$ cat config.mk
export PLATFORM = sky130hd
export DESIGN_NAME = ahtp_dp
export DESIGN_NICKNAME = d
export VERILOG_FILES = /design/src/rtl/core/altitude_hold_throttle_pid_defines.svh /design/src/rtl/core/ahtp_pkg.sv /design/src/rtl/core/ahtp_dp.sv
export SDC_FILE = /design/constraint.sdc
export NUM_CORES = 2
export LEC_CHECK = 0
export ABC_AREA = 1
export BUFFER_PORTS_ARGS = -buffer_cell sky130_fd_sc_hd__buf_2
export CAP_MARGIN = 25
export CORE_MARGIN = 1
export CORE_UTILIZATION = 35
export DETAILED_ROUTE_END_ITERATION = 10
export PLACE_DENSITY_LB_ADDON = 0.12
export SYNTH_ARGS = -nofsm -noshare
export SYNTH_HDL_FRONTEND = slang
export SYNTH_SLANG_ARGS = --single-unit
$ cat constraint.sdc
create_clock -name i_clk -period 14.5 [get_ports i_clk]
set_input_delay 0.725 -clock i_clk [delete_from_list [all_inputs] [get_ports i_clk]]
set_output_delay 0.725 -clock i_clk [all_outputs]
set_load 0.02 [all_outputs]
$ cat src/rtl/core/altitude_hold_throttle_pid_defines.svh
// Assertion helpers for the altitude hold throttle controller.
`ifndef ALTITUDE_HOLD_THROTTLE_PID_DEFINES_SVH
`define ALTITUDE_HOLD_THROTTLE_PID_DEFINES_SVH

// Same-cycle implication, checked outside reset.
`define AHTP_ASSERT_SAME(label, clk, rst_n, ante, cons) \
    label: assert property (@(posedge clk) disable iff (!rst_n) (ante) |-> (cons)) \
        else $error("ahtp check failed");

// Next-cycle implication, checked outside reset.
`define AHTP_ASSERT_NEXT(label, clk, rst_n, ante, cons) \
    label: assert property (@(posedge clk) disable iff (!rst_n) (ante) |=> (cons)) \
        else $error("ahtp check failed");

`endif

$ cat src/rtl/core/ahtp_pkg.sv
package ahtp_pkg;

    localparam int unsigned STICK_W    = 12;
    localparam int unsigned ALT_W      = 24;
    localparam int unsigned THR_W      = 11;
    localparam int unsigned SP_W       = 23;
    localparam int unsigned GAIN_W     = 16;
    localparam int unsigned LIM_W      = 10;
    localparam int unsigned CFG_IDX_W  = 2;
    localparam int unsigned CFG_DATA_W = 16;

    // Configuration register indexes
    typedef enum logic [CFG_IDX_W-1:0] {
        CFG_PROP_GAIN    = 2'd0,
        CFG_INTEG_GAIN   = 2'd1,
        CFG_DERIV_GAIN   = 2'd2,
        CFG_OUTPUT_LIMIT = 2'd3
    } t_cfg_idx;

    // Datapath operations, one per controller step
    typedef enum logic [3:0] {
        DP_NOP,
        DP_LOAD,
        DP_STEP_MUL,
        DP_SETP,
        DP_ERR,
        DP_INT_MUL,
        DP_INT,
        DP_ACC_P,
        DP_ACC_D,
        DP_OUT
    } t_dp_op;

    typedef struct packed {
        t_dp_op op;
        logic   mul_en;
    } t_dp_cmd;

    typedef struct packed {
        logic sp_move;
    } t_dp_stat;

endpackage

$ cat src/rtl/core/ahtp_dp.sv
module ahtp_dp import ahtp_pkg::*; (
    input  logic                     i_clk,
    input  logic                     i_rst_n,
    input  t_dp_cmd                  i_cmd,
    input  logic                     i_cfg_we,
    input  logic [CFG_IDX_W-1:0]     i_cfg_index,
    input  logic [CFG_DATA_W-1:0]    i_cfg_data,
    input  logic [STICK_W-1:0]       i_stick_pwm,
    input  logic signed [ALT_W-1:0]  i_altitude,
    output t_dp_stat                 o_stat,
    output logic [THR_W-1:0]         o_throttle,
    output logic [SP_W-1:0]          o_setpoint_now
);

    localparam int unsigned MUL_W  = 20;
    localparam int unsigned PROD_W = 2 * MUL_W;
    localparam int unsigned ERR_W  = 17;
    localparam int unsigned DERR_W = 18;
    localparam int unsigned INTG_W = 19;
    localparam int unsigned STEP_W = 13;

    localparam logic [STICK_W-1:0] STICK_LOW     = 12'd1000;
    localparam logic [STICK_W-1:0] STICK_CENTRE  = 12'd1500;
    localparam logic [STICK_W-1:0] STICK_UP      = 12'd1520;
    localparam logic [STICK_W-1:0] STICK_DOWN    = 12'd1480;
    // ceil(2^25 / 75): exact floor division by 75 for numerators below 2^19
    localparam logic [MUL_W-1:0]   RECIP_75      = 20'd447393;
    localparam logic [SP_W-1:0]    SP_MAX        = {SP_W{1'b1}};
    localparam logic [19:0]        THR_BIAS      = 20'd384000;
    localparam logic [11:0]        THR_MIN       = 12'd1000;
    localparam logic [11:0]        THR_MAX       = 12'd2000;

    function automatic logic signed [PROD_W-1:0] clamp_sym(
        input logic signed [PROD_W-1:0] v,
        input logic [LIM_W+7:0]         lim
    );
        logic signed [PROD_W-1:0] pos;
        logic signed [PROD_W-1:0] neg;
        pos = $signed({{(PROD_W-LIM_W-8){1'b0}}, lim});
        neg = -pos;
        if (v > pos) begin
            return pos;
        end else if (v < neg) begin
            return neg;
        end
        return v;
    endfunction

    logic [GAIN_W-1:0]          r_prop, r_integ, r_deriv;
    logic [LIM_W-1:0]           r_limit;
    logic [STICK_W-1:0]         r_stick;
    logic signed [ALT_W-1:0]    r_alt;
    logic [SP_W-1:0]            r_sp;
    logic signed [INTG_W-1:0]   r_integral;
    logic signed [ERR_W-1:0]    r_prev, r_err;
    logic signed [DERR_W-1:0]   r_derr;
    logic signed [PROD_W-1:0]   r_prod, r_acc;
    logic [THR_W-1:0]           r_thr;
    logic [SP_W-1:0]            r_sp_out;

    logic [STICK_W-1:0]         stick_eff;
    logic                       up, down;
    logic [15:0]                step_num;
    logic [18:0]                step_x;
    logic [STEP_W-1:0]          step_q;
    logic [SP_W:0]              sp_sum;
    logic signed [ALT_W:0]      diff, diff_adj;
    logic signed [MUL_W-1:0]    mul_a, mul_b;
    logic [LIM_W+7:0]           lim;
    logic signed [PROD_W-1:0]   int_sum, out_cl;
    logic [19:0]                thr_wide;
    logic [11:0]                thr_int;

    // setpoint step from the held stick word
    always_comb begin
        stick_eff = (r_stick < STICK_LOW) ? STICK_CENTRE : r_stick;
        up        = (stick_eff >= STICK_UP);
        down      = (stick_eff <= STICK_DOWN);
        if (up) begin
            step_num = 16'((17'(stick_eff - STICK_UP) * 17'd19) + 17'd480);
        end else begin
            step_num = 16'(17'd9600 - (17'(stick_eff - STICK_LOW) * 17'd19));
        end
        step_x = {step_num, 3'b000};
        step_q = r_prod[25 +: STEP_W];
    end

    assign o_stat.sp_move = up || down;

    // shared multiplier operand select
    always_comb begin
        mul_a = '0;
        mul_b = '0;
        case (i_cmd.op)
            DP_STEP_MUL: begin
                mul_a = $signed({1'b0, step_x});
                mul_b = $signed(RECIP_75);
            end
            DP_INT_MUL: begin
                mul_a = $signed({4'b0, r_integ});
                mul_b = MUL_W'(r_err);
            end
            DP_INT: begin
                mul_a = $signed({4'b0, r_prop});
                mul_b = MUL_W'(r_err);
            end
            DP_ACC_P: begin
                mul_a = $signed({4'b0, r_deriv});
                mul_b = MUL_W'(r_derr);
            end
            default: begin
                mul_a = '0;
                mul_b = '0;
            end
        endcase
    end

    always_comb begin
        lim      = {r_limit, 8'b0};
        sp_sum   = {1'b0, r_sp} + {{(SP_W+1-STEP_W){1'b0}}, step_q};
        diff     = $signed({2'b00, r_sp}) - (ALT_W+1)'(r_alt);
        diff_adj = (diff < 0) ? diff + (ALT_W+1)'(255) : diff;
        int_sum  = r_prod + PROD_W'(r_integral);
        out_cl   = clamp_sym(r_acc, lim);
        thr_wide = THR_BIAS + 20'(out_cl);
        thr_int  = thr_wide[19:8];
    end

    always_ff @(posedge i_clk) begin
        if (!i_rst_n) begin
            r_prop     <= 16'd256;
            r_integ    <= '0;
            r_deriv    <= '0;
            r_limit    <= 10'd400;
            r_sp       <= '0;
            r_integral <= '0;
            r_prev     <= '0;
        end else begin
            if (i_cfg_we) begin
                case (t_cfg_idx'(i_cfg_index))
                    CFG_PROP_GAIN:    r_prop  <= i_cfg_data;
                    CFG_INTEG_GAIN:   r_integ <= i_cfg_data;
                    CFG_DERIV_GAIN:   r_deriv <= i_cfg_data;
                    CFG_OUTPUT_LIMIT: r_limit <= i_cfg_data[LIM_W-1:0];
                    default: begin
                    end
                endcase
            end
            case (i_cmd.op)
                DP_SETP: begin
                    if (up) begin
                        r_sp <= sp_sum[SP_W] ? SP_MAX : sp_sum[SP_W-1:0];
                    end else if (r_sp >= SP_W'(step_q)) begin
                        r_sp <= r_sp - SP_W'(step_q);
                    end else begin
                        r_sp <= '0;
                    end
                end
                DP_INT: begin
                    r_integral <= INTG_W'(clamp_sym(int_sum, lim));
                end
                DP_ACC_D: begin
                    r_prev <= r_err;
                end
                default: begin
                end
            endcase
        end
    end

    // payload registers
    always_ff @(posedge i_clk) begin
        if (i_cmd.mul_en) begin
            r_prod <= PROD_W'(mul_a * mul_b);
        end
        case (i_cmd.op)
            DP_LOAD: begin
                r_stick <= i_stick_pwm;
                r_alt   <= i_altitude;
            end
            DP_ERR: begin
                r_err <= diff_adj[ALT_W:8];
            end
            DP_INT_MUL: begin
                r_derr <= DERR_W'(r_err) - DERR_W'(r_prev);
            end
            DP_ACC_P: begin
                r_acc <= r_prod + PROD_W'(r_integral);
            end
            DP_ACC_D: begin
                r_acc <= r_acc + r_prod;
            end
            DP_OUT: begin
                if (thr_int > THR_MAX) begin
                    r_thr <= THR_W'(THR_MAX);
                end else if (thr_int < THR_MIN) begin
                    r_thr <= THR_W'(THR_MIN);
                end else begin
                    r_thr <= thr_int[THR_W-1:0];
                end
                r_sp_out <= r_sp;
            end
            default: begin
            end
        endcase
    end

    assign o_throttle     = r_thr;
    assign o_setpoint_now = r_sp_out;

endmodule

# After elaboration in Yosys (flattened, before gate mapping)
# Index checks and enable logic that the tools add are counted.
[totals]
reg_bits = 302
in_bits = 62
out_inout_bits = 35
wordCells = 86
[op_classes]
n_addsub = 13
mul = 3
n_lt_le_gt_ge = 11
eq_ne = 12
mux = 22
reduce_logical = 9
[ops]
columns = ["cell", "count"]
rows = [
  ["$gt 40x19->1", 2],
  ["$lt 40x40->1", 2],
  ["$pmux 40 s2", 1],
  ["$pmux 19 s4", 1],
  ["$mux 23", 3],
  ["$mux 20", 3],
  ["$pmux 20 s3", 1],
  ["$mux 19", 3],
  ["$add 40x19->40", 1],
  ["$add 40x40->40", 1],
  ["$mul 20x20->40", 1],
  ["$neg 18->40", 1],
  ["$mul 13x6->16 const B", 2],
  ["$add 25x9->25 const B", 1],
  ["$lt 25x1->1 const B", 1],
  ["$mux 25", 1],
  ["$sub 24x24->25", 1],
  ["$add 23x13->24", 1],
  ["$lt 12x10->1 const B", 2],
  ["$ge 23x13->1", 1],
  ["$sub 23x13->23", 1],
  ["$add 19x20->20 const A", 1],
  ["$sub 17x17->18", 1],
  ["$add 16x9->16 const B", 1],
  ["21 further kinds", 36],
]

# Longest topological paths before layout
[depth]
ltp_word = 8
ltp_mapped = 61
mapped_depth_nobuf = 61

# Least setup slack after synthesis
# Ideal clock, no wire load.
[synth_timing]
kind = "flip-flop to flip-flop"
from = "register r_stick[11]"
to = "register r_prod[29], data pin"
setup_time_ns = 0.259
t_arrival_ns = 10.505
t_required_ns = 14.241
setup_slack_ns = 3.736
stages_incl_launch_ff = 52
path_buffers = 0
synth_period_minus_slack_ns = 10.764
path_cell_list = "edfxtp_1 > nor2_2 > nand3_2 > o21a_1 > nand2_4 > inv_2 > nor2_1 > inv_1 > ha_1 > inv_1 > nor2_1 > nand2_1 > nand2_1 > xor2_1 > ha_1 > ha_1 > inv_1 > fa_1 > [... 16 more ...] > fa_1 > inv_1 > fa_1 > fa_1 > inv_1 > fa_1 > ha_1 > a21oi_1 > o21ai_0 > a21oi_1 > o21ai_0 > a21oi_1 > inv_1 > a21oi_1 > o21ai_0 > nand3_1 > nand2_1 > xor2_1"
[synth_between]
elab_chain_cells = 8
elab_cells_between_ends = 12
classes_between = "add/sub: 4; mul: 3; order compare: 2; mux: 3"
[synth_lines]
columns = ["element", "line_no", "rtl"]
rows = [
  ["start, declared", "ahtp_dp.sv:51", "logic [STICK_W-1:0] r_stick;"],
  ["start signal, assigned", "ahtp_dp.sv:178", "r_stick <= i_stick_pwm;"],
  ["$lt 12x10->1", "ahtp_dp.sv:76", "stick_eff = (r_stick < STICK_LOW) ? STICK_CENTRE : r_stick;"],
  ["$mux 12 *", "ahtp_dp.sv:76", ""],
  ["$sub 12x10->13 / $sub 12x11->13 (equally long branches)", "ahtp_dp.sv:82, ahtp_dp.sv:80", ""],
  ["$mul 13x6->16, on equally long branches", "ahtp_dp.sv:82, ahtp_dp.sv:80", ""],
  ["$sub 14x16->16 / $add 16x9->16 (equally long branches)", "ahtp_dp.sv:82, ahtp_dp.sv:80", ""],
  ["$mux 16 *", "ahtp_dp.sv:79", "if (up) begin"],
  ["$pmux 19 s4 *", "ahtp_dp.sv:94", "case (i_cmd.op)"],
  ["$mul 20x20->40 *", "ahtp_dp.sv:174", "r_prod <= PROD_W'(mul_a * mul_b);"],
  ["end signal, assigned", "ahtp_dp.sv:174", ""],
  ["end, declared", "ahtp_dp.sv:57", "logic signed [PROD_W-1:0] r_prod, r_acc;"],
]
# Every way passes the cells marked *; elsewhere a longest branch is shown, timed or not.
# A chain may end at the register's enable or synchronous reset.

# Worst setup path after layout
# Same ends and word-level chain as after synthesis.

==> impl_metrics.yaml <==
synth:
  yosysMostFrequentCell: "inv_1"
  yosys.area.top_type_share_pct: 17.6
  synth_edf_count: 185
  postSynth.asyncResetShare_pct: 0
  synth_commonest_cells: "inv_1, nand2_1, nor2_1"
  syn_inst: 4961
  netlist_top_cells_area: "fa_1, ha_1, edfxtp_1"
  synth_top_area_cell: "fa_1"
  synth.distinct_cells: 64
  ys_warn_count: 0
  synth_area_per_cell_um2: 7.76
  synth_area_mm2: 0.0385
  ys_ff_latch: 302
  yosysSeqAreaShare_pct: 20.5
  synth_flop_cell: "edfxtp_1"
critical_path:
  start_kind: "flip-flop"
  rr_worst_depth: 53
  critPathTopFamily: "adder cells"
  critPathRequiredTime_ps: 14870
  cp.arrival_ps: 12670
  critical_path_buf_inv_count: 11
  worst_path_largest_cell_delay_ps: 550
  slowest_stage: "fa_1"
  endpoint_kind: "flip-flop"
  crit_path_max_fanout: 11
  cp.depth: 53
  path_class: "reg2reg"
global_route:
  antenna_found_initial: 5
  track_usage_pct: 22.3
  grt_first_pass_wirelength_um: 190000
  grt_pass1_vias: 32400
  grt_start_max_net_pins: 68
  grt_overflow_total: 0
placed_design:
  port_buffers: 96
  place_congestion: 0.897
  dp_cells: 6424
  pre_cts_slack_ps: 2260
  dp_hpwl_um: 102000
  placed_cell_area_mm2: 0.0407
cts:
  htree_levels: 2
  clk_latency_ps: 620
  cts_tree: "built"
  cts-resized-gates: 0
  clkSinkCount: 302
  post_cts_buffers: 0
  path_clk_slew_ps: 60
  clockRootBuffer: "clkbuf_16"
  hold_buffers: 0
  cts_buffer_depth: 3
  cts_buffers: 43
sta:
  slew-limit-headroom_pct: 31.0
  period_minus_slack_ps: 12300
  rsz0062_at_grt: "no"
  fin_setup_tns_ps: 0
  fmaxAchievable_mhz: 81.3
  hold_ws_ps: 271
  skew_ps: 27.9
  tightest_slew_ps: 1040
  hold_viol_final: 0
  setup_viol: 0
  slew_viol_final: 0
  layout_setup_ws_ps: 2200
  finalCritPeriodShare_pct: 84.8
job:
  max_cap_violations: 0
route:
  remaining_drc_errors: 0
  drt_iter0_markers: 1977
  routedWlPerCell_um: 19.0
  wirelength_um: 123000
  firstDrtPassIters: 6
  dr_total_vias: 32100
  vias_per_cell: 4.94
  drtAntennaViolNets: 0
pwr:
  power.total_mw: 3.94
  leakage_nw: 20.6
  peakVddDrop_mv: 0.0686
  power_density_mw_per_mm2: 93.5
worst_hold_path:
  hold_class: "in2reg"
  hold_path_depth: 1
final_layout:
  final_cells: 6505
  finish.instance_area_mm2: 0.0422
  multi_input_comb_area_mm2: 0.0267
  area_growth_pct: 9.63
  fin_util_pct: 38.8
  regArea_mm2: 0.00790
  drive_above_1_share_pct: 6.41
  fillers: 11400
  nNetsFinal: 5938
floorplanning:
  die-area_mm2: 0.111
  coreArea_mm2: 0.109
  die_h_um: 334
  start_util_pct: 35.3
  ios: 97
  rows: 121
  dieWidth_um: 334
run_status:
  status: "finished clean"
-- final cells by class --
cell class                      instances  area share [%]
Inverter                              941            8.37
Multi-Input combinational cell       3634            63.4
Timing Repair Buffer                  133            1.81
Sequential cell                       302            18.7
Clock buffer                           52            2.68
Antenna cell                            2          0.0119
Clock inverter                         27           0.822
Tap cell                             1414            4.19
-- cell families (layout without fill, tap and decap cells) --
family | Yosys count | in the layout | share of synthesized area, %
and+or+nand+nor | 1801 | 1801 | 19.7
AOI/OAI and AO/OA | 795 | 795 | 11.7
adders and majority gates | 821 | 821 | 33.3
DFF | 302 | 302 | 20.5
xor gates and xnor gates | 190 | 190 | 4.41
other | 2 | 29 | 0.0195
buffers and inverters | 1050 | 1153 | 10.4
-- worst paths after layout --
check | startpoint | endpoint | slack [ps]
worst max-delay path | r_stick[11]$_DFFE_PN_ | r_prod[29]$_DFFE_PP_ | 2200
worst min-delay path | i_altitude[15] | r_alt[15]$_DFFE_PN_ | 270
worst max register to register | r_stick[11]$_DFFE_PN_ | r_prod[29]$_DFFE_PP_ | 2200
worst min register to register | r_deriv[0]$_SDFFE_PN0P_ | r_deriv[0]$_SDFFE_PN0P_ | 450
-- routing by layer --
layer	track usage, %	wire (um)
met1	30.2	57700
met2	36.1	55400
met4	6.88	3820
met3	3.76	6410
met5	0	0
-- state kept, by name (all words and copies together), names as in the netlist, 17 cells and up --
register / flops
r_sp: 23
r_err: 17
r_prev: 17
o_setpoint_now: 23
r_prod: 40
r_alt: 24
r_derr: 18
r_acc: 40
r_integral: 19
-- layout by cell type (no fill, tap or decap), types with 44 or more instances in the layout --
cell type  Yosys  layout
fa_1         338     338
nand4_1       44      44
nand3_1      177     177
ha_1         483     483
nor3_1        47      44
buf_2         19      96
nand2_1      911     910
a21oi_1      351     351
nor2_1       515     512
edfxtp_1     185     185
dfxtp_1      117     117
o21ai_0      253     253
xnor2_1       49      49
inv_1        913     912
xor2_1       138     138
-- power breakdown --
part           switching (mW)  internal (mW)
combinational            1.12          0.610
clock                   0.453          0.669
sequential             0.0872           1.00
Note: power is estimated with default switching activity, not from simulation.
