$ cat src/rtl/core/altitude_hold_throttle_pid_defines.svh
// Assertion helpers for the altitude hold throttle controller.
`ifndef ALTITUDE_HOLD_THROTTLE_PID_DEFINES_SVH
`define ALTITUDE_HOLD_THROTTLE_PID_DEFINES_SVH

// Same-cycle implication, checked outside reset.
`define AHTP_ASSERT_SAME(label, clk, rst_n, ante, cons) \
    label: assert property (@(posedge clk) disable iff (!rst_n) (ante) |-> (cons)) \
        else $error("ahtp check failed");

// Next-cycle implication, checked outside reset.
`define AHTP_ASSERT_NEXT(label, clk, rst_n, ante, cons) \
    label: assert property (@(posedge clk) disable iff (!rst_n) (ante) |=> (cons)) \
        else $error("ahtp check failed");

`endif

$ cat src/rtl/core/ahtp_pkg.sv
package ahtp_pkg;

    localparam int unsigned STICK_W    = 12;
    localparam int unsigned ALT_W      = 24;
    localparam int unsigned THR_W      = 11;
    localparam int unsigned SP_W       = 23;
    localparam int unsigned GAIN_W     = 16;
    localparam int unsigned LIM_W      = 10;
    localparam int unsigned CFG_IDX_W  = 2;
    localparam int unsigned CFG_DATA_W = 16;

    // Configuration register indexes
    typedef enum logic [CFG_IDX_W-1:0] {
        CFG_PROP_GAIN    = 2'd0,
        CFG_INTEG_GAIN   = 2'd1,
        CFG_DERIV_GAIN   = 2'd2,
        CFG_OUTPUT_LIMIT = 2'd3
    } t_cfg_idx;

    // Datapath operations, one per controller step
    typedef enum logic [3:0] {
        DP_NOP,
        DP_LOAD,
        DP_STEP_MUL,
        DP_SETP,
        DP_ERR,
        DP_INT_MUL,
        DP_INT,
        DP_ACC_P,
        DP_ACC_D,
        DP_OUT
    } t_dp_op;

    typedef struct packed {
        t_dp_op op;
        logic   mul_en;
    } t_dp_cmd;

    typedef struct packed {
        logic sp_move;
    } t_dp_stat;

endpackage

$ cat src/rtl/core/ahtp_ctrl.sv
module ahtp_ctrl import ahtp_pkg::*; (
    input  logic     i_clk,
    input  logic     i_rst_n,
    input  logic     i_in_valid,
    output logic     o_in_ready,
    output logic     o_out_valid,
    input  logic     i_out_ready,
    input  t_dp_stat i_stat,
    output t_dp_cmd  o_cmd
);

    typedef enum logic [3:0] {
        S_IDLE,
        S_STEP_MUL,
        S_SETP,
        S_ERR,
        S_INT_MUL,
        S_INT,
        S_ACC_P,
        S_ACC_D,
        S_FIN
    } t_state;

    t_state  r_state, n_state;
    logic    r_out_valid, n_out_valid;

    always_ff @(posedge i_clk) begin
        if (!i_rst_n) begin
            r_state     <= S_IDLE;
            r_out_valid <= 1'b0;
        end else begin
            r_state     <= n_state;
            r_out_valid <= n_out_valid;
        end
    end

    always_comb begin
        n_state     = r_state;
        n_out_valid = r_out_valid;
        o_cmd       = '{op: DP_NOP, mul_en: 1'b0};
        if (r_out_valid && i_out_ready) begin
            n_out_valid = 1'b0;
        end
        case (r_state)
            S_IDLE: begin
                if (i_in_valid) begin
                    o_cmd.op = DP_LOAD;
                    n_state  = S_STEP_MUL;
                end
            end
            S_STEP_MUL: begin
                o_cmd   = '{op: DP_STEP_MUL, mul_en: 1'b1};
                // skip the setpoint update in the dead band
                n_state = i_stat.sp_move ? S_SETP : S_ERR;
            end
            S_SETP: begin
                o_cmd.op = DP_SETP;
                n_state  = S_ERR;
            end
            S_ERR: begin
                o_cmd.op = DP_ERR;
                n_state  = S_INT_MUL;
            end
            S_INT_MUL: begin
                o_cmd   = '{op: DP_INT_MUL, mul_en: 1'b1};
                n_state = S_INT;
            end
            S_INT: begin
                o_cmd   = '{op: DP_INT, mul_en: 1'b1};
                n_state = S_ACC_P;
            end
            S_ACC_P: begin
                o_cmd   = '{op: DP_ACC_P, mul_en: 1'b1};
                n_state = S_ACC_D;
            end
            S_ACC_D: begin
                o_cmd.op = DP_ACC_D;
                n_state  = S_FIN;
            end
            S_FIN: begin
                // hold until the output word slot is free
                if (!r_out_valid || i_out_ready) begin
                    o_cmd.op    = DP_OUT;
                    n_out_valid = 1'b1;
                    n_state     = S_IDLE;
                end
            end
            default: begin
                n_state = S_IDLE;
            end
        endcase
    end

    assign o_in_ready  = (r_state == S_IDLE);
    assign o_out_valid = r_out_valid;

endmodule

$ cat config.mk
export PLATFORM = sky130hd
export DESIGN_NAME = ahtp_ctrl
export DESIGN_NICKNAME = d
export VERILOG_FILES = /design/src/rtl/core/altitude_hold_throttle_pid_defines.svh /design/src/rtl/core/ahtp_pkg.sv /design/src/rtl/core/ahtp_ctrl.sv
export SDC_FILE = /design/constraint.sdc
export NUM_CORES = 1
export LEC_CHECK = 0
export ABC_CLOCK_PERIOD_IN_PS = 4000
export BUFFER_PORTS_ARGS = -buffer_cell sky130_fd_sc_hd__buf_2
export CAP_MARGIN = 25
export CORE_AREA = 5 5 42 44
export CTS_CLUSTER_SIZE = 12
export DETAILED_ROUTE_END_ITERATION = 12
export DIE_AREA = 0 0 47 49
export GPL_TIMING_DRIVEN = 0
export PLACE_DENSITY = 0.45
export SYNTH_ARGS = -nofsm -noshare
export SYNTH_HDL_FRONTEND = slang
export SYNTH_SLANG_ARGS = --single-unit
$ cat constraint.sdc
create_clock -name i_clk -period 4 [get_ports i_clk]
set_clock_uncertainty 0.2 [all_clocks]
set_input_delay 1 -clock i_clk [delete_from_list [all_inputs] [get_ports i_clk]]
set_output_delay 1 -clock i_clk [all_outputs]
set_load 0.005 [all_outputs]
After elaboration in Yosys (flattened, before gate mapping) --
Index checks and enable logic that the tools add are counted.
Storage, ports and cells: flip-flop bits (word level) 5, memories 0, bits in latches 0, bits in writable memories 0, word-level logic and storage cells 29, input port bits 5, ROM bits 0, output and inout bits 7
Operators by class: reductions and logical operators 6, magnitude comparators 0, eq/ne operators 10, div/mod/pow operators 0, add/subtract/negate cells 0, multiplexer cells 11, shift operators 0, multipliers 0, bitwise operators 0
Operator list (count):
- case mux 4 bit (9 select lines) | 2
- == test 4 x 3 -> 1 bit (second input constant) | 4
- 2-to-1 mux 4 bit | 3
- == test 4 x 2 -> 1 bit (second input constant) | 2
- 2-to-1 mux 1 bit | 6
- == test 4 x 1 -> 1 bit (second input constant) | 1
- == test 4 bit (second input constant) | 1
- zero test 4 bit | 1
- inequality test 2 bit (second input constant) | 2
- OR reduction 4 bit | 1
- AND reduction 2 bit | 1
- logical AND 1 bit | 1
- zero test 1 bit | 1
- logical OR 1 bit | 1

Logic depth before layout (Yosys ltp) --
Gate-level depths: netlist (run 1).
word-level depth 4, depth in mapped cells 3, gate-level depth less buffers 2

Worst setup path after synthesis (run 1) --
Ideal clock, no wire load.
path kind input to output, start point input i_in_valid, end point output o_cmd[1] in the netlist's numbering, required time 2800 ps, buffers on the path 0, setup slack 1471 ps, stages on the path 2, data arrival time 1329 ps, path through nor3_1 > o32ai_1
RTL lines:
- from (decl) | line ahtp_ctrl.sv:4 | input logic i_in_valid,
- to (decl) | line ahtp_ctrl.sv:9 | output t_dp_cmd o_cmd

==> summary.md, run 1 <==
| Metric | Value |
|---|---|
| Status | completed |
| Type of the worst setup path | in2out |
| Synth Register Bits | 5 |
| Post-layout util | 0.279 |
| # setup viols final | 0 |
| CTS clk-pin slew, worst paths | 0.05 ns |
| Min Tclk post-route | 2.78 ns |
| I/O Pins | 12 |
| Final nets | 53 |
| Max-cap violation count | 0 |
| Post-CTS Resized | 0 |
| Number of port buffers | 11 |
| Final Hold Vio Count | 0 |
| DR pass1 iterations | 2 |
| Worst Path Required | 2.80 ns |
| Worst vdd ir | 0.150 mV |
| Postcts setup bufs | 0 |
| CTS H-tree depth | 1 |
| Drt initial violations | 6 |
| Worst Path Max Fanout | 2 |
| WP buf/inv | 2 |
| Hold Buf Count CTS | 0 |
| Overall die area | 2300 um2 |
| Worst stage delay on the critical path | 0.24 ns |
| Residual DRC | 0 |
| Vias in the first global route | 279 |
| Crit path capture type | primary output |
| Top-count cell post-synth | dfxtp_1 |
| Starting density of the core | 0.206 |
| CTS tree | built |
| Diodes inserted | 0 |
| Fraction of layout cells with a size suffix above 1 | 0.426 |
| Area of the mapped netlist | 289 um2 |
| Register area | 100 um2 |
| Average wire per standard cell | 10.9 um |
| Leading area contributor after synthesis | dfxtp_1 |
| Vias/cell | 4.57 |
| Leakage power | 0.167 nW |
| Slew Limit Fails | 0 |
| Crit-path most repeated cell | buf_2 |
| CP Launch Type | input port |
| Period utilisation layout | 0.695 |
| Initial antenna violation count | 0 |
| Synth area leaders | dfxtp_1 (35%), nand3b_1 (5.2%), or4b_4 (4.8%), nand2b_1 (4.3%), o22ai_2 (4.3%) |
| Post-placement cell area | 364 um2 |
| Layout area overhead | 35.1% |
| Core ar. | 1400 um2 |
| Worst-margin pin slew | 0.293 ns |
| Hold Path Class | reg2reg |
| CP delay by family, top | simple AND/OR/NAND/NOR gates |
| Post-route ant nets | 0 |
| FP Rows | 14 |
| Critical path's slowest cell | nor3_1 |
| RSZ-0062 raised after global routing | false |
| Reg2reg start | r_state[0] |
| Fmax | 360 MHz |
| Critical Path, Cell by Cell | buf_2 > nor3_1 > o32ai_1 > buf_2 |
| Dominant synthesized flop cell | dfxtp_1 |
| Die width | 47 um |
| Post-synthesis sequential area ratio | 0.346 |
| Root Driver | clkbuf_4 |
| Gp weighted congestion | 0.647 |
| Vias | 288 |
| Worst hold path startpoint | o_out_valid |
| Num CTS Buffers | 3 |
| Global route overflow | 0 |
| Synth top area share | 0.346 |
| TritonCTS Sinks | 5 |
| Worst skew pair latency | 0.25 ns |
| Synth warn | 0 |
| Tot GR Track Use | 0.0712 |
| Syn Inst Count | 32 |
| Power Density | 460 nW/um2 |
| Post-route setup TNS | 0 ns |
| Clock tree buffer depth | 2 |
| Syn_nets | 37 |
| Height of the die | 49 um |
| Area of the multi-input gates | 175 um2 |
| Slew margin rel. | 0.803 |
| EDFF count, synth | 0 |
| Avg Inst Size Synth | 9.03 um2 |
| Async SR Flop Fraction | 0 |
| Unique cell type count in the Yosys netlist | 22 |
| Top post-synthesis cells by count | dfxtp_1 (5), nor2_1 (3) |
| Fillers | 173 |
| Largest net degree at the start of global routing | 11 |
| Overall routed net length | 689 um |
| Worst setup startpoint | i_in_valid |
| Post-layout instance area | 390 um2 |
| Global-route wire length before repair | 1.15 mm |
| Crit path arrival time | 1.58 ns |
-- flip-flops by register name, summed over array words and instances (netlist names) --
| signal | count |
|---|---|
| o_out_valid | 1 |
| r_state | 4 |
-- power by group --
group / internal, mW / switching, mW / total, mW / leakage, nW
Clock: 0.0380 / 0.0244 / 0.0624 / 0.0150
Sequential: 0.0553 / 0.00302 / 0.0583 / 0.0408
Combinational: 0.0287 / 0.0300 / 0.0587 / 0.111
-- metal layers --
layer / wire length (um) / up-vias / GRT usage
li1: - / 151 / -
met1: 331 / 124 / 0.0905
met2: 275 / 11 / 0.0882
met3: 64 / 2 / 0.0332
met4: 18 / 0 / 0.0553
met5: 0 / - / 0
-- cells by family (layout without fill, tap and decap cells) --
kind of cell	after synthesis	in the layout	synth area share
simple gates	14	14	0.338
compound gates	9	9	0.238
flops	5	5	0.346
buf+inv	3	18	0.0476
xor+xnor	1	1	0.0303
-- path summary, 6_finish.rpt --
path | to | slack [ns] | depth (start not counted)
worst max register to register | r_state[0] | 2.59 | 3
worst max-delay path | o_cmd[1] | 1.22 | 4
worst min-delay path | o_out_valid | 0.30 | 2
worst min register to register | o_out_valid | 0.30 | 2
-- cell usage in the layout (no fill, tap or decap), types with 2 or more instances in the layout --
cell type   n
clkbuf_4    3
buf_2      13
nor2_1      3
dfxtp_1     5
nand2b_1    2
a21oi_1     2
nand3b_1    2
-- worst min-delay path: stages (launching register included) --
cell,delay (ns)
dfxtp_1,0.32
nand2b_1,0.08
a21oi_2,0.05
-- final cells by class --
| class | count | share of cell area |
|---|---|---|
| plain buffers | 2 | 0.0256 |
| clock buffers | 4 | 0.0673 |
| inverters | 1 | 0.00962 |
| multi-input cells | 24 | 0.449 |
| flip-flops and latches | 5 | 0.256 |
| well taps | 16 | 0.0513 |
| repair buffers | 11 | 0.141 |
-- metrics by stage --
stage               cells  power [mW]  worst slack [ns]  hold WS (ns)
CTS                    63       0.184              1.21         0.299
detailed placement     59       0.120              1.22         0.291
global route           63       0.195              1.13         0.325
finish                 63       0.179              1.22         0.296
global placement       59       0.119              1.21         0.294
floorplan              32      0.0967              1.47         0.291
Note: power is estimated with default switching activity, not from simulation.
==> inputs of run 2 (changes only) <==
--- a/config.mk
+++ b/config.mk
@@ -5,7 +5,7 @@
 export SDC_FILE = /design/constraint.sdc
 export NUM_CORES = 1
 export LEC_CHECK = 0
-export ABC_CLOCK_PERIOD_IN_PS = 4000
+export ABC_CLOCK_PERIOD_IN_PS = 2500
 export BUFFER_PORTS_ARGS = -buffer_cell sky130_fd_sc_hd__buf_2
 export CAP_MARGIN = 25
 export CORE_AREA = 5 5 42 44
@@ -13,7 +13,7 @@
 export DETAILED_ROUTE_END_ITERATION = 12
 export DIE_AREA = 0 0 47 49
 export GPL_TIMING_DRIVEN = 0
-export PLACE_DENSITY = 0.45
+export PLACE_DENSITY = 0.47
 export SYNTH_ARGS = -nofsm -noshare
 export SYNTH_HDL_FRONTEND = slang
 export SYNTH_SLANG_ARGS = --single-unit
==> constraint.sdc (replaced) <==
create_clock -name i_clk -period 2.5 [get_ports i_clk]
set_clock_uncertainty 0.2 [all_clocks]
set_input_delay 0.625 -clock i_clk [delete_from_list [all_inputs] [get_ports i_clk]]
set_output_delay 0.625 -clock i_clk [all_outputs]
set_load 0.005 [all_outputs]
==> summary.md, run 2 (same netlist as run 1, synthesis figures left out) <==
| Metric | Value |
|---|---|
| Die width | 47 um (unchanged) |
| Period utilisation layout | 0.937 |
| DP Wirelength | 526 um |
| CTS tree | built |
| Commonest non-fill, non-tap cells in the layout | buf_2 (13), dfxtp_1 (5), nor2_1 (3), clkbuf_4 (3) |
| Type of the worst setup path | reg2out |
| TritonCTS Sinks | 5 (unchanged) |
| Final nets | 53 (unchanged) |
| Worst vdd ir | 0.327 mV (+120%) |
| Slew Limit Fails | 0 (unchanged) |
| Hold Buf Count CTS | 0 (unchanged) |
| Setup WS pre-CTS | 0.414 ns (-0.803 ns) |
| Number of flip-flops in the largest register | 4 (unchanged) |
| Starting density of the core | 0.206 (unchanged) |
| Crit path capture type | primary output |
| Commonest non-fill, non-tap cell in the layout | buf_2 |
| Final Hold Vio Count | 0 (unchanged) |
| Critical Path, Cell by Cell | or4b_4 > o32ai_1 > buf_2 |
| Area of the multi-input gates | 175 um2 (unchanged) |
| Largest Register | r_state |
| Worst Path Required | 1.67 ns (-1.13 ns) |
| Overall die area | 2300 um2 (unchanged) |
| Num CTS Buffers | 3 (unchanged) |
| Post-CTS Resized | 0 (unchanged) |
| Global-route wire length before repair | 1.27 mm (+10%) |
| Gp weighted congestion | 0.697 (+7.8%) |
| Fillers | 168 (-2.9%) |
| Worst skew pair latency | 0.24 ns (about the same) |
| Largest net degree at the start of global routing | 11 (unchanged) |
| Power Density | 717 nW/um2 (+56%) |
| Critical path's slowest cell | or4b_4 |
| Global route overflow | 0 (unchanged) |
| Number of port buffers | 11 (unchanged) |
| Diodes inserted | 0 (unchanged) |
| FP Rows | 14 (unchanged) |
| RSZ-0062 raised after global routing | false |
| Leakage power | 0.167 nW (unchanged) |
| Layout area overhead | 35.1% (unchanged) |
| Height of the die | 49 um (unchanged) |
| Clock tree buffer depth | 2 (unchanged) |
| Tot GR Track Use | 0.0775 (+0.00624) |
| Register area | 100 um2 (unchanged) |
| Hold Path Class | reg2reg |
| CTS clk-pin slew, worst paths | 0.04 ns (about the same) |
| DR pass1 iterations | 4 (+2) |
| Average wire per standard cell | 11.2 um (+2.6%) |
| Fmax | 427 MHz |
| Vias in the first global route | 315 (+13%) |
| Total power | 0.280 mW (+56%) |
| Worst-margin pin slew | 0.294 ns (+0.000535 ns) |
| Postcts setup bufs | 0 (unchanged) |
| Post-route ant nets | 0 (unchanged) |
| CTS H-tree depth | 1 (unchanged) |
| Post-route setup TNS | 0 ns (unchanged) |
| Overall routed net length | 707 um (+2.6%) |
| PnR worst setup slack | 0.157 ns (-1.06 ns) |
| # setup viols final | 0 (unchanged) |
| CP Launch Type | flip-flop |
| Vias | 293 (+1.7%) |
| Residual DRC | 0 (unchanged) |
| Fraction of layout cells with a size suffix above 1 | 0.426 (unchanged) |
| Core ar. | 1400 um2 (unchanged) |
| Root Driver | clkbuf_4 |
| I/O Pins | 12 (unchanged) |
| Crit path arrival time | 1.52 ns (-0.06 ns) |
| Status | completed |
| Worst stage delay on the critical path | 0.54 ns (+0.30 ns) |
| Min Tclk post-route | 2.34 ns |
| Worst Path Max Fanout | 9 (+7) |
| Initial antenna violation count | 0 (unchanged) |
| Vias/cell | 4.65 (+1.7%) |
| Drt initial violations | 2 (-4) |
| Slew margin rel. | 0.803 (about the same) |
| Max-cap violation count | 0 (unchanged) |
[run 2: cell counts in the layout (fill, tap and decap cells not counted)]
Identical to the previous run, type by type.
[run 2: area by class of cell]
type / count / area share
Clock buffer: 4 / 0.0673
Inverter: 1 / 0.00962
Sequential cell: 5 / 0.256
Tap cell: 16 / 0.0513
Timing Repair Buffer: 11 / 0.141
Multi-Input combinational cell: 24 / 0.449
Buffer: 2 / 0.0256
[run 2: worst paths after layout]
check | startpoint | end | slack [ns] | cells after the start
min | o_out_valid | o_out_valid | 0.31 | 2
max reg2reg | r_state[0] | r_state[0] | 1.09 | 3
max | r_state[3] | o_cmd[1] | 0.16 | 3
min reg2reg | o_out_valid | o_out_valid | 0.31 | 2
[run 2: where the power goes]
part           switching [mW]  total (mW)  internal (mW)
clock network          0.0315      0.0918         0.0603
registers             0.00530      0.0940         0.0887
logic                  0.0484      0.0942         0.0459
[run 2: worst max-delay path: cells and delay by family (launching register included)]
family                 cells  cell delay (ns)
AO/OA/AOI/OAI              1             0.12
flip-flops                 1             0.46
buffers and inverters      1             0.16
AND/OR/NAND/NOR            1             0.54
[run 2: metal layers]
metal / part of all wire / global-route usage / vias up
met5: 0 / 0 / -
met4: 0 / 0.0415 / 0
li1: - / - / 151
met2: 0.41 / 0.104 / 9
met1: 0.49 / 0.0901 / 133
met3: 0.095 / 0.0517 / 0
[run 2: metrics by stage]
stage	hold slack (ns)	instances	util	area (um2)
detailed placement	0.305	59	0.260	364
floorplan	0.291	32	-	289
finish	0.306	63	0.279	390
CTS	0.313	63	0.279	390
global route	0.340	63	0.279	390
global placement	0.304	59	0.260	364
==> inputs of run 3 (changes only) <==
--- a/config.mk
+++ b/config.mk
@@ -8,10 +8,10 @@
 export ABC_CLOCK_PERIOD_IN_PS = 2500
 export BUFFER_PORTS_ARGS = -buffer_cell sky130_fd_sc_hd__buf_2
 export CAP_MARGIN = 25
-export CORE_AREA = 5 5 42 44
+export CORE_AREA = 2 2 39 41
 export CTS_CLUSTER_SIZE = 12
 export DETAILED_ROUTE_END_ITERATION = 12
-export DIE_AREA = 0 0 47 49
+export DIE_AREA = 0 0 41 43
 export GPL_TIMING_DRIVEN = 0
 export PLACE_DENSITY = 0.47
 export SYNTH_ARGS = -nofsm -noshare
==> summary.md, run 3 (same netlist as run 1, synthesis figures left out) <==
| Metric | Value |
|---|---|
| Worst-margin pin slew | 0.278 ns (-0.0156 ns) |
| Initial antenna violation count | 0 (unchanged) |
| Post-route setup TNS | 0 ns (unchanged) |
| Worst hold stages | 2 (unchanged) |
| Fmax | 427 MHz (about the same) |
| FP Rows | 14 (unchanged) |
| Post-Place Cells | 59 (unchanged) |
| Commonest non-fill, non-tap cells in the layout | buf_2 (13), dfxtp_1 (5), nor2_1 (3), clkbuf_4 (3) |
| CP Launch Type | flip-flop |
| Fillers | 178 (+6.0%) |
| Post-CTS Resized | 0 (unchanged) |
| DP Wirelength | 478 um (-9.2%) |
| Slew Limit Fails | 0 (unchanged) |
| Crit path arrival time | 1.52 ns (about the same) |
| CTS clk-pin slew, worst paths | 0.04 ns (about the same) |
| Layout area overhead | 35.1% (unchanged) |
| Global route overflow | 0 (unchanged) |
| Type of the worst setup path | reg2out |
| Worst skew pair latency | 0.24 ns (about the same) |
| Diodes inserted | 0 (unchanged) |
| Post-layout instance area | 390 um2 (unchanged) |
| Num CTS Buffers | 3 (unchanged) |
| Largest net degree at the start of global routing | 11 (unchanged) |
| Worst Path Required | 1.67 ns (about the same) |
| Gp weighted congestion | 0.668 (-4.2%) |
| Worst vdd ir | 0.179 mV (-45%) |
| Min Tclk post-route | 2.34 ns (-0.0000460 ns) |
| I/O Pins | 12 (unchanged) |
| Power Density | 708 nW/um2 (-1.2%) |
| CTS H-tree depth | 1 (unchanged) |
| PnR worst setup slack | 0.157 ns (+0.0000460 ns) |
| Vias/cell | 4.33 (-6.8%) |
| Starting density of the core | 0.209 (+0.00261) |
| Slew margin rel. | 0.813 (+0.0105) |
| Crit path capture type | primary output |
| Global-route wire length before repair | 910 um (-28%) |
| DR pass1 iterations | 2 (-2) |
| Overall die area | 1760 um2 (-23%) |
| Final Hold Vio Count | 0 (unchanged) |
| Levels on crit path | 3 (unchanged) |
| Drt initial violations | 6 (+4) |
| Post-route ant nets | 0 (unchanged) |
| Die width | 41 um (-13%) |
| Status | completed |
| Hold Path Class | reg2reg |
| Commonest non-fill, non-tap cell in the layout | buf_2 |
| Overall routed net length | 638 um (-9.8%) |
| CTS tree | built |
| Postcts setup bufs | 0 (unchanged) |
| Leakage power | 0.167 nW (unchanged) |
| Number of port buffers | 11 (unchanged) |
| Vias | 273 (-6.8%) |
| Residual DRC | 0 (unchanged) |
| CP delay by family, top | simple AND/OR/NAND/NOR gates |
| Worst Path Max Fanout | 9 (unchanged) |
| WP buf/inv | 1 (unchanged) |
| Critical path's slowest cell | or4b_4 |
| Vias in the first global route | 227 (-28%) |
| Average wire per standard cell | 10.1 um (-9.8%) |
| Max-cap violation count | 0 (unchanged) |
| Largest Register | r_state |
| TritonCTS Sinks | 5 (unchanged) |
| Root Driver | clkbuf_4 |
| Fraction of layout cells with a size suffix above 1 | 0.426 (unchanged) |
| Number of flip-flops in the largest register | 4 (unchanged) |
| Post-placement cell area | 364 um2 (unchanged) |
| Height of the die | 43 um (-12%) |
| RSZ-0062 raised after global routing | false |
| Tot GR Track Use | 0.0862 (+0.00871) |
| Core ar. | 1380 um2 (-1.2%) |
| # setup viols final | 0 (unchanged) |
| Hold Slack | 0.301 ns (-0.00537 ns) |
| Finished Layout Cells | 63 (unchanged) |
| Period utilisation layout | 0.937 (about the same) |
| Clock tree buffer depth | 2 (unchanged) |
| Setup WS pre-CTS | 0.407 ns (-0.00704 ns) |
| Reg2reg path depth | 3 (unchanged) |
| Final nets | 53 (unchanged) |
| Critical Path, Cell by Cell | or4b_4 > o32ai_1 > buf_2 |
| Hold Buf Count CTS | 0 (unchanged) |
| Worst stage delay on the critical path | 0.54 ns (about the same) |
[run 3: layer usage]
layer  wire (um)  global-route usage  vias to the layer above  part of all wire
li1            -                   -                      148                 -
met1         304               0.109                      114              0.48
met2         281              0.0875                        9              0.44
met3          40              0.0314                        2             0.063
met4          12               0.120                        0             0.019
met5           0                   0                        -                 0
[run 3: path summary, 6_finish.rpt]
kind / start / end / slack, ns
min reg2reg: o_out_valid / o_out_valid / 0.30
max: r_state[3] / o_cmd[1] / 0.16
max reg2reg: r_state[0] / r_state[0] / 1.09
min: o_out_valid / o_out_valid / 0.30
[run 3: final cells by class]
type                       instances  area, um2  area share
inverter                           1       3.75     0.00962
clock buffer                       4       26.3      0.0673
buffer                             2       10.0      0.0256
sequential                         5        100       0.256
timing repair buffer              11       55.1       0.141
tap                               16       20.0      0.0513
multi-input combinational         24        175       0.449
[run 3: report_power, final]
| group | total [mW] | internal (mW) | leakage, nW | switching [mW] |
|---|---|---|---|---|
| clock network | 0.0909 | 0.0602 | 0.0150 | 0.0307 |
| registers | 0.0937 | 0.0887 | 0.0408 | 0.00496 |
| logic | 0.0919 | 0.0458 | 0.111 | 0.0461 |
| total | 0.277 | 0.195 | 0.167 | 0.0818 |
[run 3: worst reg2reg max path, cell delays in order (launching register included)]
cell and delay (ns):
dfxtp_1 0.32, buf_2 0.20, or4b_1 0.48, o22ai_2 0.14
[run 3: metrics by stage]
step	power, mW	utilization
final	0.277	0.282
after detailed placement	0.189	0.263
after global placement	0.188	0.263
after CTS	0.285	0.282
after floorplan	0.155	-
after global routing	0.302	0.282
